`src/design/fpl_pkg.sv`:
```
package fpl_pkg;

  // Number of coefficients held in the tap ROM; taps beyond it are zero.
  localparam int ROM_TAPS = 64;

  // Symmetric low-pass taps, Q1.15, rounded to nearest.
  localparam logic signed [15:0] COEF_ROM [ROM_TAPS] = '{
    -16'sd19,   -16'sd20,   16'sd22,    16'sd26,    -16'sd31,   -16'sd38,   16'sd46,    16'sd57,
    -16'sd69,   -16'sd83,   16'sd100,   16'sd119,   -16'sd141,  -16'sd166,  16'sd194,   16'sd226,
    -16'sd263,  -16'sd304,  16'sd351,   16'sd406,   -16'sd468,  -16'sd541,  16'sd628,   16'sd733,
    -16'sd864,  -16'sd1030, 16'sd1252,  16'sd1566,  -16'sd2051, -16'sd2911, 16'sd4897,  16'sd14759,
    16'sd14759, 16'sd4897,  -16'sd2911, -16'sd2051, 16'sd1566,  16'sd1252,  -16'sd1030, -16'sd864,
    16'sd733,   16'sd628,   -16'sd541,  -16'sd468,  16'sd406,   16'sd351,   -16'sd304,  -16'sd263,
    16'sd226,   16'sd194,   -16'sd166,  -16'sd141,  16'sd119,   16'sd100,   -16'sd83,   -16'sd69,
    16'sd57,    16'sd46,    -16'sd38,   -16'sd31,   16'sd26,    16'sd22,    -16'sd20,   -16'sd19
  };

  localparam int SAMPLE_W = 12;
  localparam int FILT_W   = 14;
  localparam int PCM_W    = 16;

  localparam int ADC_MID  = 2048;
  localparam int PCM_GAIN = 16;
  localparam int FILT_MIN = -8192;
  localparam int FILT_MAX = 8191;
  localparam int PCM_MIN  = -32768;
  localparam int PCM_MAX  = 32767;

  typedef enum logic [2:0] {
    ST_IDLE,
    ST_RUN,
    ST_DRAIN,
    ST_ROUND,
    ST_EMIT
  } fpl_state_t;

endpackage

```
`src/design/fir_lowpass_to_pcm_unit.sv`:
```
// An accepted sample beat passes the tap loop (ST_RUN), the pipeline drain (ST_DRAIN), rounding
// (ST_ROUND) and hand-off (ST_EMIT) to the result channel; a new sample is taken only back in
// ST_IDLE. A single shared multiply-accumulate steps once per tap via the delay-line read port.
// Reset (rst_n low, synchronous) clears the control state, write pointer and fill count;
// delay-line entries not yet written since reset read as zero through the fill count.
module fir_lowpass_to_pcm_unit #(
  parameter int TAPS      = 64,
  parameter int COEF_BITS = 16
) (
  input  logic                               clk,
  input  logic                               rst_n,
  input  logic                               in_valid,
  output logic                               in_stall,
  input  logic        [fpl_pkg::SAMPLE_W-1:0] in_adc_sample,
  output logic                               out_valid,
  input  logic                               out_stall,
  output logic signed [fpl_pkg::FILT_W-1:0]   out_filt_code,
  output logic signed [fpl_pkg::PCM_W-1:0]    out_pcm_code
);

  // Address width of the delay line, and width of the fill count, which must
  // be able to hold TAPS itself.
  localparam int AW  = $clog2(TAPS);
  localparam int FW  = $clog2(TAPS + 1);
  // Product of a zero-extended 12-bit sample and a signed coefficient.
  localparam int PW  = COEF_BITS + fpl_pkg::SAMPLE_W + 1;
  // The accumulator has room for the sum of TAPS products.
  localparam int ACW = PW + $clog2(TAPS);
  // Coefficient rescaling from the Q1.15 ROM words.
  localparam int UP  = (COEF_BITS >= 16) ? COEF_BITS - 16 : 0;
  localparam int DN  = (COEF_BITS < 16) ? 16 - COEF_BITS : 0;
  localparam int FRAC = COEF_BITS - 1;

  localparam logic [AW-1:0]          LAST_ADDR = AW'(TAPS - 1);
  localparam logic [FW-1:0]          FILL_FULL = FW'(TAPS);
  localparam logic signed [ACW-1:0]  TRUNC_BIAS = ACW'((64'sd1 <<< FRAC) - 64'sd1);
  localparam logic signed [ACW-1:0]  Q_MIN = ACW'(fpl_pkg::FILT_MIN);
  localparam logic signed [ACW-1:0]  Q_MAX = ACW'(fpl_pkg::FILT_MAX);
  localparam logic signed [19:0]     P_MIN = 20'(fpl_pkg::PCM_MIN);
  localparam logic signed [19:0]     P_MAX = 20'(fpl_pkg::PCM_MAX);
  localparam logic signed [19:0]     MID   = 20'(fpl_pkg::ADC_MID);
  localparam logic signed [19:0]     GAIN  = 20'(fpl_pkg::PCM_GAIN);

  // Tap coefficient for a given tap number. Narrower coefficients are rounded
  // to nearest with halves going up (add half, then floor by arithmetic shift);
  // wider ones gain zero fraction bits. Taps past the ROM are zero.
  function automatic logic signed [COEF_BITS-1:0] coef_at(input logic [AW-1:0] tap);
    logic signed [31:0] v;
    logic signed [31:0] t;
    logic signed [31:0] r;
    v = '0;
    t = '0;
    r = '0;
    if (32'(tap) < fpl_pkg::ROM_TAPS) begin
      v = 32'(fpl_pkg::COEF_ROM[6'(tap)]);
      if (COEF_BITS >= 16) begin
        r = v <<< UP;
      end else begin
        t = v + (32'sd1 <<< (DN - 1));
        r = t >>> DN;
      end
    end
    return COEF_BITS'(r);
  endfunction

  fpl_pkg::fpl_state_t state_r, state_nxt;

  // Delay line: a single-port-style memory, one write on acceptance, one read
  // per tap while the sum runs. The two never fall in the same cycle, since a
  // new sample is only taken once the previous sum has left the pipeline.
  logic [fpl_pkg::SAMPLE_W-1:0] mem [TAPS];
  logic [fpl_pkg::SAMPLE_W-1:0] rd_data_r;

  logic [AW-1:0] wp_r, wp_nxt;
  logic [AW-1:0] rp_r, rp_nxt;
  logic [AW-1:0] tap_r, tap_nxt;
  logic [FW-1:0] fill_r, fill_nxt;

  // Read stage bookkeeping travelling alongside the memory read data.
  logic          s1_valid_r;
  logic          s1_live_r;
  logic [AW-1:0] s1_tap_r;

  logic                   p_valid_r;
  logic signed [PW-1:0]   p_r, p_nxt;
  logic signed [ACW-1:0]  acc_r, acc_nxt;

  logic signed [ACW-1:0]  biased;
  logic signed [ACW-1:0]  quot;
  logic signed [fpl_pkg::FILT_W-1:0] filt_r, filt_nxt;
  logic signed [19:0]     pcm_wide;
  logic signed [fpl_pkg::PCM_W-1:0]  pcm_nxt;

  logic signed [COEF_BITS-1:0] coef;

  logic out_valid_r;
  logic signed [fpl_pkg::FILT_W-1:0] out_filt_r;
  logic signed [fpl_pkg::PCM_W-1:0]  out_pcm_r;

  logic accept;
  logic issue;
  logic emit;
  logic last_tap;
  logic pipe_empty;

  // Control outputs of the sequencer. A new result waits in ST_EMIT while the
  // output register holds a stalled result, and no new sample is taken meanwhile.
  always_comb begin
    in_stall = (state_r != fpl_pkg::ST_IDLE);
    issue    = (state_r == fpl_pkg::ST_RUN);
    emit     = (state_r == fpl_pkg::ST_EMIT) && (!out_valid_r || !out_stall);
  end

  assign accept     = in_valid && !in_stall;
  assign last_tap   = (tap_r == LAST_ADDR);
  assign pipe_empty = !s1_valid_r && !p_valid_r;

  always_comb begin
    state_nxt = state_r;
    unique case (state_r)
      fpl_pkg::ST_IDLE: begin
        if (accept) begin
          state_nxt = fpl_pkg::ST_RUN;
        end
      end
      fpl_pkg::ST_RUN: begin
        if (last_tap) begin
          state_nxt = fpl_pkg::ST_DRAIN;
        end
      end
      fpl_pkg::ST_DRAIN: begin
        if (pipe_empty) begin
          state_nxt = fpl_pkg::ST_ROUND;
        end
      end
      fpl_pkg::ST_ROUND: begin
        state_nxt = fpl_pkg::ST_EMIT;
      end
      fpl_pkg::ST_EMIT: begin
        if (emit) begin
          state_nxt = fpl_pkg::ST_IDLE;
        end
      end
      default: begin
        state_nxt = fpl_pkg::ST_IDLE;
      end
    endcase
  end

  // Pointers. The write pointer wraps modulo TAPS; the read pointer starts at
  // the newest sample and walks backwards towards the oldest.
  always_comb begin
    wp_nxt   = wp_r;
    rp_nxt   = rp_r;
    tap_nxt  = tap_r;
    fill_nxt = fill_r;
    if (accept) begin
      wp_nxt   = (wp_r == LAST_ADDR) ? '0 : wp_r + 1'b1;
      rp_nxt   = wp_r;
      tap_nxt  = '0;
      fill_nxt = (fill_r == FILL_FULL) ? fill_r : fill_r + 1'b1;
    end else if (issue) begin
      rp_nxt  = (rp_r == '0) ? LAST_ADDR : rp_r - 1'b1;
      tap_nxt = tap_r + 1'b1;
    end
  end

  // Multiply stage. An entry beyond the fill count has never been written
  // since reset and stands for zero.
  assign coef = coef_at(s1_tap_r);

  always_comb begin
    p_nxt = '0;
    if (s1_live_r) begin
      p_nxt = $signed({1'b0, rd_data_r}) * coef;
    end
  end

  // Accumulate stage.
  always_comb begin
    acc_nxt = acc_r;
    if (accept) begin
      acc_nxt = '0;
    end else if (p_valid_r) begin
      acc_nxt = acc_r + ACW'(p_r);
    end
  end

  // Scale down by the coefficient fraction, truncating towards zero, then
  // saturate to the 14-bit filtered range.
  always_comb begin
    biased = acc_r + (acc_r[ACW-1] ? TRUNC_BIAS : '0);
    quot   = biased >>> FRAC;
    if (quot < Q_MIN) begin
      filt_nxt = fpl_pkg::FILT_W'(fpl_pkg::FILT_MIN);
    end else if (quot > Q_MAX) begin
      filt_nxt = fpl_pkg::FILT_W'(fpl_pkg::FILT_MAX);
    end else begin
      filt_nxt = fpl_pkg::FILT_W'(quot);
    end
  end

  // PCM conversion: remove the converter mid-point, apply the gain, saturate.
  always_comb begin
    pcm_wide = (20'(filt_r) - MID) * GAIN;
    if (pcm_wide < P_MIN) begin
      pcm_nxt = fpl_pkg::PCM_W'(fpl_pkg::PCM_MIN);
    end else if (pcm_wide > P_MAX) begin
      pcm_nxt = fpl_pkg::PCM_W'(fpl_pkg::PCM_MAX);
    end else begin
      pcm_nxt = fpl_pkg::PCM_W'(pcm_wide);
    end
  end

  // Delay-line memory: write on acceptance, registered read while running.
  always_ff @(posedge clk) begin
    if (accept) begin
      mem[wp_r] <= in_adc_sample;
    end
    if (issue) begin
      rd_data_r <= mem[rp_r];
    end
  end

  // Control state.
  always_ff @(posedge clk) begin
    if (!rst_n) begin
      state_r     <= fpl_pkg::ST_IDLE;
      wp_r        <= '0;
      fill_r      <= '0;
      s1_valid_r  <= 1'b0;
      p_valid_r   <= 1'b0;
      out_valid_r <= 1'b0;
    end else begin
      state_r    <= state_nxt;
      wp_r       <= wp_nxt;
      fill_r     <= fill_nxt;
      s1_valid_r <= issue;
      p_valid_r  <= s1_valid_r;
      if (emit) begin
        out_valid_r <= 1'b1;
      end else if (!out_stall) begin
        out_valid_r <= 1'b0;
      end
    end
  end

  // Datapath registers.
  always_ff @(posedge clk) begin
    rp_r  <= rp_nxt;
    tap_r <= tap_nxt;
    acc_r <= acc_nxt;
    if (issue) begin
      s1_tap_r  <= tap_r;
      s1_live_r <= (FW'(rp_r) < fill_r);
    end
    if (s1_valid_r) begin
      p_r <= p_nxt;
    end
    if (state_r == fpl_pkg::ST_ROUND) begin
      filt_r <= filt_nxt;
    end
    if (emit) begin
      out_filt_r <= filt_r;
      out_pcm_r  <= pcm_nxt;
    end
  end

  assign out_valid     = out_valid_r;
  assign out_filt_code = out_filt_r;
  assign out_pcm_code  = out_pcm_r;

endmodule
```
`config.mk`:
```
export PLATFORM = sky130hd
export DESIGN_NAME = fir_lowpass_to_pcm_unit
export DESIGN_NICKNAME = d
export VERILOG_FILES = /design/src/design/fpl_pkg.sv /design/src/design/fir_lowpass_to_pcm_unit.sv
export SDC_FILE = /design/constraint.sdc
export NUM_CORES = 2
export LEC_CHECK = 0
export BUFFER_PORTS_ARGS = -buffer_cell sky130_fd_sc_hd__buf_2
export CAP_MARGIN = 15
export CORE_MARGIN = 8
export CORE_UTILIZATION = 60
export CTS_CLUSTER_SIZE = 28
export DETAILED_ROUTE_END_ITERATION = 8
export GPL_ROUTABILITY_DRIVEN = 0
export HOLD_SLACK_MARGIN = 0.1
export PLACE_DENSITY_LB_ADDON = 0.05
export SETUP_SLACK_MARGIN = 0.02
export SYNTH_ARGS = -nofsm -noshare
export SYNTH_HDL_FRONTEND = slang
export SYNTH_SLANG_ARGS = --single-unit
```
`constraint.sdc`:
```
create_clock -name clk -period 8 [get_ports clk]
set_clock_uncertainty 0.15 [all_clocks]
set_input_delay 0.8 -clock clk [delete_from_list [all_inputs] [get_ports clk]]
set_output_delay 0.8 -clock clk [all_outputs]
set_load 0.01 [all_outputs]
```
==> results_dict.tcl <==
set metrics [dict create \
    antenna_found_initial 0 \
    crit_arrival_ns 7.78 \
    placeableCoreArea_mm2 0.07582 \
    layout_min_cycle_time_ns 7.522 \
    critPathMaxFanout 12 \
    synth_edf_count 863 \
    crit_required_ns 8.25 \
    drc 0 \
    syn_inst 3038 \
    fin_crit_sh_pct 94.02 \
    whs_path_depth 0 \
    synth_top_area_cell "edfxtp_1" \
    cts_hold_buf 0 \
    synth.area.top_cells "edfxtp_1 57%, mux4_2 11%, fa_1 7.5%" \
    num_vias 25740 \
    synth.distinct_cells 72 \
    cp_slowest_cell "mux4_2" \
    viasPerCell 6.147 \
    die_w_um 292.4 \
    diodes 0 \
    finalSetupTns_ns 0 \
    min_from "filt_r[1]" \
    synth_top_area_share_pct 56.52 \
    finalHoldViolations 0 \
    fillers 5244 \
    post_cts_buffers 0 \
    grt_pass1_vias 26730 \
    drtPass1Iterations 5 \
    cts_root_buf "clkbuf_16" \
    cp-end-kind "flop" \
    grt_pass1_wl_mm 156.9 \
    async_reset_ff_share_pct 0 \
    rsz0062_at_grt "false" \
    ys_seq_area_share_pct 59.14 \
    rows 101 \
    worst-r2r-cell-count 26 \
    cts_made_buffers 95 \
    cp_top_family "adder cells" \
    ys.flop_type "edfxtp_1" \
    syn_nets 3364 \
    cp-start-kind "flop" \
    worstMarginPinSlew_ns 1.187 \
    clkTransAtPathRegs_ns 0.06 \
    min_path_type "flop to flop" \
    yosysWarnings 0 \
    routedWlPerCell_um 24.25 \
    drv_cap 0 \
    fin_nets 3455 \
    cts_tree "done" \
    clock.fmax_ghz 0.1330 \
    drive_gt1_share_pct 16.98 \
    numClockSinks 923 \
    ant_nets 0 \
    hpwl_mm 66.76 \
    grt_use_total_pct 23.82 \
    reg2reg_slack_ns 0.48 \
    worstSkewPairLatency_ns 0.66 \
    syn_area_mm2 0.04585 \
    drt_iter0_drc 2402 \
    slew_headroom_pct 20.57 \
    max_stage_delay_ns 0.65 \
    cts_max_level 3 \
    ys_ff_latch 923 \
    setup_violations 0 \
    criticalPathCategory "flop to flop" \
    clockBufferDepth 3 \
    r2r-start "s1_tap_r[1]" \
    start_util_pct 60.47 \
    io_buffers 47 \
    crit_buf_inv 5 \
    area_delta_synth_final_pct 10.58 \
    dieArea_mm2 0.08552 \
    final_max_slew_viol_count 0 \
    overflow 0 \
    ios 48 \
    wirelength_mm 101.5 \
    synth.avg_cell_area_um2 15.09 \
    rr_endpoint "p_r[25]" \
    die_h_um 292.4 \
    outcome "completed" \
    grt_max_degree 107 \
    min_to "out_filt_code[1]" \
]
==> final cells by class <==
| type | count | area [µm²] | share of cell area (%) |
|---|---|---|---|
| clock buffers | 118 | 2506 | 4.943 |
| clock inverters | 59 | 651.9 | 1.286 |
| inverters | 271 | 1017 | 2.006 |
| multi-input cells | 1697 | 17140 | 33.80 |
| flip-flops and latches | 923 | 27120 | 53.48 |
| well taps | 978 | 1224 | 2.413 |
| repair buffers | 141 | 1049 | 2.068 |
==> cell usage in the layout (no fill, tap or decap), types with 77 or more instances in the layout <==
cell type / n
ha_1: 138
edfxtp_1: 863
buf_4: 77
mux4_2: 228
and2_1: 115
a21oi_1: 105
fa_1: 172
inv_1: 270
nand2_1: 175
nor2_1: 201
o21ai_0: 93
clkbuf_16: 97
==> synthesized netlist by cell type (27+ instances only) <==
cell,number
buf_1,27
mux4_2,228
ha_1,138
and2_1,116
nor2_1,201
nor3_1,28
nand2_1,175
clkbuf_1,97
dfxtp_1,60
xnor2_1,48
xor2_1,28
a21oi_1,106
fa_1,172
inv_1,270
edfxtp_1,863
mux2i_1,61
o21ai_0,93
==> stage by stage <==
stage	cell area, µm²	hold slack [ns]	std cells	worst slack (ns)	util [%]
6_report	50700	0.3070	4187	0.4784	66.87
2_1_floorplan	45850	0.2774	3038	0.6568	-
3_5_place_dp	47330	0.2879	3991	0.2994	62.43
5_1_grt	50700	0.3152	4187	0.1312	66.87
4_1_cts	50490	0.2680	4168	0.3110	66.59
3_3_place_gp	47230	0.2892	3981	0.3443	62.29
==> metal layers <==
| metal | track usage, % | wire length (µm) | share of wire (%) | up-vias |
|---|---|---|---|---|
| met5 | 0 | 0 | 0 | - |
| met4 | 7.531 | 3208 | 3.2 | 0 |
| met3 | 3.074 | 5256 | 5.2 | 185 |
| met2 | 41.86 | 52530 | 52 | 821 |
| met1 | 30.95 | 40550 | 40 | 13310 |
| li1 | - | - | - | 11430 |
==> sequential cells by signal (all words and copies together), names as in the netlist, 7 cells and up <==
| register | cells |
|---|---|
| acc_r | 35 |
| filt_r | 14 |
| rd_data_r | 12 |
| p_r | 29 |
| out_pcm_code | 13 |
| fill_r | 7 |
| mem | 768 |
| out_filt_code | 14 |
==> logic make-up (layout without fill, tap and decap cells) <==
group	count (synthesis)	in the layout	synth area share, %
compound gates	361	361	4.950
xor+xnor	76	76	1.452
fa+ha+maj	310	310	11.28
buf+inv	418	589	3.529
flops	923	923	59.14
mux	299	299	12.78
simple gates	651	651	6.874
==> worst reg2reg max path: cells and delay by family, from the launching register on <==
family          cells  cell delay, ns
fa+ha+maj           7            3.16
compound gates      8            1.65
simple gates        4            0.76
mux                 1            0.65
buf+inv             5            0.44
flops               1            0.38
xor+xnor            1            0.15
==> what timing repair did <==
action / CTS / global route
endpoints found under the setup margin: 0 / 4
gates resized for setup: 0 / 3
hold endpoints to repair: 0 / 0
==> how the worst max path moves through the flow <==
stage | startpoint | to | slack (ns) | cells past startpoint
after floorplan | s1_tap_r[1] | p_r[25] | 0.66 | 27
after detailed placement | s1_tap_r[1] | p_r[26] | 0.30 | 25
after global routing | s1_tap_r[1] | p_r[25] | 0.13 | 26
after global placement | s1_tap_r[1] | p_r[28] | 0.34 | 25
after CTS | s1_tap_r[1] | p_r[28] | 0.31 | 25
final | s1_tap_r[1] | p_r[25] | 0.48 | 26
Power is left out: the tool's default activity adds up to more than one toggle a clock period on the data nets, which glitch-free logic cannot reach.
